File: config.mk
export PLATFORM = sky130hd
export DESIGN_NAME = json_string_unescaper
export DESIGN_NICKNAME = d
export VERILOG_FILES = /design/src/rtl/jsu_pkg.sv /design/src/rtl/json_string_unescaper.sv /design/src/rtl/jsu_front.sv /design/src/rtl/jsu_queue.sv /design/src/rtl/jsu_back.sv
export SDC_FILE = /design/constraint.sdc
export NUM_CORES = 1
export LEC_CHECK = 0
export BUFFER_PORTS_ARGS = -buffer_cell sky130_fd_sc_hd__buf_4
export CAP_MARGIN = 20
export CORE_MARGIN = 8
export CORE_UTILIZATION = 50
export DETAILED_ROUTE_END_ITERATION = 8
export PLACE_DENSITY = 0.71
export SETUP_SLACK_MARGIN = 0.3
export SYNTH_ARGS = -nofsm -noshare
export SYNTH_HDL_FRONTEND = slang
export SYNTH_SLANG_ARGS = --single-unit
export TNS_END_PERCENT = 5
File: constraint.sdc
create_clock -name clk -period 11.1 [get_ports clk]
set_input_delay 1.11 -clock clk [delete_from_list [all_inputs] [get_ports clk]]
set_output_delay 1.11 -clock clk [all_outputs]
set_load 0.005 [all_outputs]
File: src/rtl/jsu_pkg.sv
// ----------------------------------------------------------------------------
// jsu_pkg
// Shared types and codes for the JSON string unescaper: beat payloads, the
// decoded job passed from front to back, and result kinds.
// ----------------------------------------------------------------------------
package jsu_pkg;

  // Result kinds
  localparam logic [1:0] KIND_DATA = 2'd0;
  localparam logic [1:0] KIND_OK   = 2'd1;
  localparam logic [1:0] KIND_ERR  = 2'd2;

  // Job queue geometry
  localparam int QUEUE_DEPTH = 4;
  localparam int QUEUE_AW    = $clog2(QUEUE_DEPTH);

  typedef struct packed {
    logic [7:0] in_byte;
    logic       is_last;
  } in_beat_t;

  typedef struct packed {
    logic [7:0] out_byte;
    logic [1:0] kind;
    logic       last;
  } out_beat_t;

  // Everything one input byte causes: up to three data bytes, then an
  // optional end-of-string status.
  typedef struct packed {
    logic [1:0]      num_bytes;
    logic [2:0][7:0] bytes;
    logic            has_status;
    logic            status_err;
  } job_t;

endpackage

File: src/rtl/json_string_unescaper.sv
// ----------------------------------------------------------------------------
// json_string_unescaper
// Streaming JSON string body unescaper: one escaped byte per input beat,
// one unescaped UTF-8 byte or the end-of-string status per output beat.
// ----------------------------------------------------------------------------
//
//   channel | direction | payload     | beat
//   --------+-----------+-------------+-----------------------------------
//   in      | sink      | in_beat_t   | one raw byte, is_last on the end
//   out     | source    | out_beat_t  | data byte or final ok/error status
//
// Flow: an input beat is decoded in the cycle it is accepted; the input
//   takes one beat per cycle while the four-job queue has room. The output
//   gives one result per cycle unless out_ready stalls it, so a byte that causes
//   k results holds the serializer until all k are out; each job passes through the queue to the output register.
// Reset: synchronous; clears escape state, queue pointers and output valid.
// Stalls: out_ready low holds the output register; the queue absorbs
//   multi-result bursts and in_ready drops only when it is full.
// ----------------------------------------------------------------------------
module json_string_unescaper
  import jsu_pkg::*;
(
  input  logic      clk,
  input  logic      rst,
  input  logic      in_valid,
  output logic      in_ready,
  input  in_beat_t  in_data,
  output logic      out_valid,
  input  logic      out_ready,
  output out_beat_t out_data
);

  logic accept;
  logic push;
  job_t job;
  logic pop;
  job_t head;
  logic empty;
  logic full;

  // Take a byte whenever the job queue has room.
  assign in_ready = !full;
  assign accept   = in_valid && in_ready;

  // Front: decode escapes and build the job for this byte.
  jsu_front u_front (
    .clk     (clk),
    .rst     (rst),
    .accept  (accept),
    .in_data (in_data),
    .push    (push),
    .job     (job)
  );

  // Decouple decode from the result stream.
  jsu_queue u_queue (
    .clk      (clk),
    .rst      (rst),
    .push     (push),
    .push_job (job),
    .pop      (pop),
    .head     (head),
    .empty    (empty),
    .full     (full)
  );

  // Back: serialize each job into output beats.
  jsu_back u_back (
    .clk       (clk),
    .rst       (rst),
    .head      (head),
    .empty     (empty),
    .pop       (pop),
    .out_valid (out_valid),
    .out_ready (out_ready),
    .out_data  (out_data)
  );

endmodule

File: src/rtl/jsu_front.sv
// ----------------------------------------------------------------------------
// jsu_front
// Escape decoder: tracks the escape state per accepted byte and turns each
// byte into a job of data bytes and an optional final status.
// ----------------------------------------------------------------------------
module jsu_front
  import jsu_pkg::*;
(
  input  logic     clk,
  input  logic     rst,
  input  logic     accept,
  input  in_beat_t in_data,
  output logic     push,
  output job_t     job
);

  localparam logic [2:0] MODE_NORMAL = 3'd0;
  localparam logic [2:0] MODE_BSLASH = 3'd1;
  localparam logic [2:0] MODE_HEX1   = 3'd2;
  localparam logic [2:0] MODE_HEX4   = 3'd5;

  localparam logic [7:0] CH_QUOTE  = 8'h22;
  localparam logic [7:0] CH_BSLASH = 8'h5c;
  localparam logic [7:0] CH_SLASH  = 8'h2f;
  localparam logic [7:0] CH_B      = 8'h62;
  localparam logic [7:0] CH_F      = 8'h66;
  localparam logic [7:0] CH_N      = 8'h6e;
  localparam logic [7:0] CH_R      = 8'h72;
  localparam logic [7:0] CH_T      = 8'h74;
  localparam logic [7:0] CH_U      = 8'h75;

  logic [2:0]  mode, mode_next;
  logic [15:0] acc, acc_next;
  logic        err, err_next;

  logic        hex_ok;
  logic [3:0]  hex_val;
  logic [15:0] cp;
  logic [7:0]  c;

  assign c  = in_data.in_byte;
  assign cp = {acc[11:0], hex_val};

  always_comb begin
    hex_ok  = 1'b1;
    hex_val = 4'd0;
    if (c >= 8'h30 && c <= 8'h39) begin
      hex_val = c[3:0];
    end else if ((c >= 8'h61 && c <= 8'h66) || (c >= 8'h41 && c <= 8'h46)) begin
      hex_val = c[3:0] + 4'd9;
    end else begin
      hex_ok = 1'b0;
    end
  end

  always_comb begin
    mode_next = mode;
    acc_next  = acc;
    err_next  = err;
    job       = '0;

    if (!err) begin
      if (mode == MODE_BSLASH) begin
        mode_next     = MODE_NORMAL;
        job.num_bytes = 2'd1;
        unique case (c)
          CH_QUOTE:  job.bytes[0] = 8'h22;
          CH_BSLASH: job.bytes[0] = 8'h5c;
          CH_SLASH:  job.bytes[0] = 8'h2f;
          CH_B:      job.bytes[0] = 8'h08;
          CH_F:      job.bytes[0] = 8'h0c;
          CH_N:      job.bytes[0] = 8'h0a;
          CH_R:      job.bytes[0] = 8'h0d;
          CH_T:      job.bytes[0] = 8'h09;
          CH_U: begin
            job.num_bytes = 2'd0;
            mode_next     = MODE_HEX1;
            acc_next      = 16'd0;
          end
          default: begin
            job.num_bytes = 2'd0;
            err_next      = 1'b1;
            acc_next      = 16'd0;
          end
        endcase
      end else if (mode >= MODE_HEX1 && mode <= MODE_HEX4) begin
        if (!hex_ok) begin
          err_next  = 1'b1;
          mode_next = MODE_NORMAL;
          acc_next  = 16'd0;
        end else if (mode == MODE_HEX4) begin
          mode_next = MODE_NORMAL;
          acc_next  = 16'd0;
          if (cp <= 16'h007f) begin
            job.num_bytes = 2'd1;
            job.bytes[0]  = cp[7:0];
          end else if (cp <= 16'h07ff) begin
            job.num_bytes = 2'd2;
            job.bytes[0]  = {3'b110, cp[10:6]};
            job.bytes[1]  = {2'b10, cp[5:0]};
          end else if (cp[15:11] == 5'b11011) begin
            // surrogate range: no bytes, raise the error
            err_next = 1'b1;
          end else begin
            job.num_bytes = 2'd3;
            job.bytes[0]  = {4'b1110, cp[15:12]};
            job.bytes[1]  = {2'b10, cp[11:6]};
            job.bytes[2]  = {2'b10, cp[5:0]};
          end
        end else begin
          mode_next = mode + 3'd1;
          acc_next  = cp;
        end
      end else if (c == CH_BSLASH) begin
        mode_next = MODE_BSLASH;
      end else begin
        mode_next     = MODE_NORMAL;
        job.num_bytes = 2'd1;
        job.bytes[0]  = c;
      end
    end

    if (in_data.is_last) begin
      // an escape still open at the end is an error
      if (!err_next && mode_next != MODE_NORMAL) begin
        err_next = 1'b1;
      end
      job.has_status = 1'b1;
      job.status_err = err_next;
      mode_next      = MODE_NORMAL;
      acc_next       = 16'd0;
      err_next       = 1'b0;
    end
  end

  assign push = accept && (job.num_bytes != 2'd0 || job.has_status);

  always_ff @(posedge clk) begin
    if (rst) begin
      mode <= MODE_NORMAL;
      acc  <= 16'd0;
      err  <= 1'b0;
    end else if (accept) begin
      mode <= mode_next;
      acc  <= acc_next;
      err  <= err_next;
    end
  end

endmodule

File: src/rtl/jsu_queue.sv
// ----------------------------------------------------------------------------
// jsu_queue
// Small job FIFO between the decoder and the result serializer.
// ----------------------------------------------------------------------------
module jsu_queue
  import jsu_pkg::*;
(
  input  logic clk,
  input  logic rst,
  input  logic push,
  input  job_t push_job,
  input  logic pop,
  output job_t head,
  output logic empty,
  output logic full
);

  job_t                entries [QUEUE_DEPTH];
  logic [QUEUE_AW-1:0] wr_ptr;
  logic [QUEUE_AW-1:0] rd_ptr;
  logic [QUEUE_AW:0]   count;

  assign empty = (count == '0);
  assign full  = (count == (QUEUE_AW+1)'(QUEUE_DEPTH));
  assign head  = entries[rd_ptr];

  always_ff @(posedge clk) begin
    if (push) begin
      entries[wr_ptr] <= push_job;
    end
  end

  always_ff @(posedge clk) begin
    if (rst) begin
      wr_ptr <= '0;
      rd_ptr <= '0;
      count  <= '0;
    end else begin
      if (push) begin
        wr_ptr <= wr_ptr + 1'b1;
      end
      if (pop) begin
        rd_ptr <= rd_ptr + 1'b1;
      end
      if (push && !pop) begin
        count <= count + 1'b1;
      end else if (pop && !push) begin
        count <= count - 1'b1;
      end
    end
  end

endmodule

File: src/rtl/jsu_back.sv
// ----------------------------------------------------------------------------
// jsu_back
// Result serializer: walks the head job into the output register one result
// per cycle while out_ready allows, and pops the job as its last result is loaded.
// ----------------------------------------------------------------------------
module jsu_back
  import jsu_pkg::*;
(
  input  logic      clk,
  input  logic      rst,
  input  job_t      head,
  input  logic      empty,
  output logic      pop,
  output logic      out_valid,
  input  logic      out_ready,
  output out_beat_t out_data
);

  logic [1:0] idx;
  logic [2:0] total;
  logic       load;
  logic       is_final;
  out_beat_t  beat;

  assign total    = {1'b0, head.num_bytes} + {2'b00, head.has_status};
  assign is_final = ({1'b0, idx} + 3'd1 == total);
  assign load     = !out_valid || out_ready;
  assign pop      = load && !empty && is_final;

  always_comb begin
    beat.last = is_final;
    if ({1'b0, idx} < {1'b0, head.num_bytes}) begin
      beat.kind = KIND_DATA;
      case (idx)
        2'd0:    beat.out_byte = head.bytes[0];
        2'd1:    beat.out_byte = head.bytes[1];
        default: beat.out_byte = head.bytes[2];
      endcase
    end else begin
      beat.out_byte = 8'd0;
      beat.kind     = head.status_err ? KIND_ERR : KIND_OK;
    end
  end

  always_ff @(posedge clk) begin
    if (rst) begin
      out_valid <= 1'b0;
      idx       <= 2'd0;
    end else if (load) begin
      out_valid <= !empty;
      if (!empty) begin
        idx <= is_final ? 2'd0 : idx + 2'd1;
      end
    end
  end

  always_ff @(posedge clk) begin
    if (load && !empty) begin
      out_data <= beat;
    end
  end

endmodule
==> flow_summary.toml <==
[routing]
wirelength_um = 13600
post-route-drc-count = 0
first_iter_violations = 402
via_per_inst = 5.97
ant_nets = 0
drt_pass1_iterations = 5
num_vias = 4260
wire_per_inst_um = 19.1

[floorplan]
initial_core_util_pct = 50.3
dieHeight_um = 130
core-area_um2 = 13000
die_w_um = 130
die-area_um2 = 17000
core.rowCount = 42
pin_count = 26

[global_route]
grt_max_degree = 31
gr-total-overflow = 0
grt.total_usage_pct = 17.1
grt_pass1_wl_um = 21900
grt_antenna_before_repair = 0
grt_pass1_vias = 4153

[pwr]
max-vdd-ir-drop_mv = 0.120
p_leak_nw = 2.63
powerDensity_nw_per_um2 = 220
power_mw = 1.66

[place]
dp_hpwl_um = 9270
port_buffers = 25
place_area_um2 = 6890
gp_congestion = 0.900

[sta]
max_freq_mhz = 226
hold_viol = 0
setup_tns_ns = 0
timing.final.crit_share_pct = 39.8
grt_setup_unrepaired = "false"
relSlewSlack_pct = 39.5
fin_crit_ns = 4.42
setup_violations = 0
skew_ns = 0.0106
final_max_slew_viol_count = 0
fin_hold_ws_ns = 0.478
worst_pin_slew_ns = 0.906

[cells_and_area]
num_antenna_cells = 0
drive_gt1_share_pct = 18.2
nets = 554
ff_latch_area_um2 = 3890
fillCellCount = 1060
utilization_pct = 57.6
syn_to_final_growth_pct = 14.7
multi_input_area_um2 = 2470
design_area_um2 = 7510

[yosys]
syn-num-nets = 532
async_flop_share_pct = 0
synth.area.top_cells = "edfxtp_1, mux4_2, dfxtp_1"
synth_cell_types = 59
yosysWarnings = 0
synth_top_area_cell = "edfxtp_1"
ys_seq_elements = 139
netlist_area_um2 = 6550
synthMostInstantiatedCell = "edfxtp_1"
avgSynthCellArea_um2 = 13.0
synth_common_cells = "edfxtp_1, a21oi_1, nor2_1, dfxtp_1, nand2_1"
ys.flop_type = "edfxtp_1"
synth_top_area_share_pct = 50.9
synth-edff-count = 111
ys_seq_area_share_pct = 59.4
synthCells = 503

[clock_tree]
cts_tree = "yes"
post_cts_resized = 0
clockBufferDepth = 2
post_cts_buffers = 0
ctsHtreeMaxLevel = 4
clock_latency_ns = 0.41
path_clk_slew_ns = 0.06
clock_sinks = 139
cts-hold-fix-buffers = 0
numCtsBuffers = 17
ctsRootBufferMaster = "clkbuf_16"

[worst_setup_path]
critPathLaunchType = "input port"
critPathRequiredTime_ns = 11.44
path_max_fanout = 11
arrival_ns = 4.76
r2r_cells = 13
worstSetupEndpointType = "flip-flop"
critPathKind = "in -> reg"

[hold_path]
hp-class = "reg -> reg"
min_path_cells = 2

[job]
cap_violations = 0

[status]
status = "completed"
-- layout make-up --
type                       count  area share (%)
sequential                   139            51.8
clock buffer                  17            5.66
clock inverter                15            2.50
inverter                      17           0.850
timing repair buffer          33            3.30
tap                          176            2.93
multi-input combinational    317            32.9
-- per-layer routing --
layer  wire (um)  track usage, %
met4         271            6.41
met5           0               0
met3        1030            4.18
met2        6660            28.0
met1        5640            21.6
-- cells by family (layout without fill, tap and decap cells) --
kind of cell	after synthesis	in the layout	synth area share, %
multiplexers	31	31	9.59
adder cells (fa/ha/maj)	16	16	3.17
buffers and inverters	47	82	2.81
AND/OR/NAND/NOR	141	141	11.1
XOR/XNOR	9	9	1.20
AO/OA/AOI/OAI	120	120	12.7
flip-flops	139	139	59.4
-- sequential cells by signal (all words and copies together) (netlist names), named ones only --
register          cells
u_back.idx            2
u_front.mode          3
u_queue.wr_ptr        2
u_front.err           1
u_front.acc          12
u_back.out_data      11
u_queue.rd_ptr        2
u_queue.count         3
u_back.out_valid      1
u_queue.entries     100
-- path summary, 6_finish.rpt --
check	start	end	slack [ns]
worst max-delay path	in_data[1]	u_queue.count[2]	6.68
worst min-delay path	u_back.out_valid	u_back.out_valid	0.48
worst max register to register	flip-flop	u_queue.count[2]	7.32
worst min register to register	u_back.out_valid	u_back.out_valid	0.48
-- cells in the final DEF (no fill, tap or decap), types with 3 or more instances in the layout --
cell,n
and2_1,8
clkinv_4,3
nor2_1,38
xnor2_1,4
ha_1,15
a221oi_1,6
or3_1,4
a21o_1,6
o21ai_0,22
a22o_1,3
a21oi_1,40
nor4_1,5
clkbuf_16,17
nor2b_1,4
buf_4,32
a22oi_1,14
nand4_1,11
nor3_1,16
mux4_2,25
nand2_1,27
bufinv_16,3
inv_1,17
nand2b_1,5
xor2_1,5
dfxtp_1,28
a211oi_1,6
inv_6,5
edfxtp_1,111
and3_1,7
mux2i_1,5
-- critical path, stage by stage --
cell,delay (ns)
buf_4,0.14
inv_1,0.11
ha_1,0.28
o21bai_1,0.14
a2111o_1,0.61
a2111oi_4,0.58
a21oi_2,0.13
o22ai_4,0.27
ha_1,0.24
inv_1,0.07
fa_1,0.43
xor2_1,0.18
or3_1,0.31
a21oi_1,0.15
-- stage by stage --
stage / setup slack, ns / instances
2_1_floorplan: 6.79 / 503
6_report: 6.68 / 714
3_3_place_gp: 6.43 / 681
3_5_place_dp: 6.32 / 681
4_1_cts: 6.76 / 713
5_1_grt: 6.47 / 714
-- report_power, final --
group / switching [mW] / internal, mW
sequential: 0.0277 / 0.668
combinational: 0.218 / 0.166
clock: 0.218 / 0.358
total: 0.464 / 1.19
No activity file was read; power rests on OpenSTA's default activity.
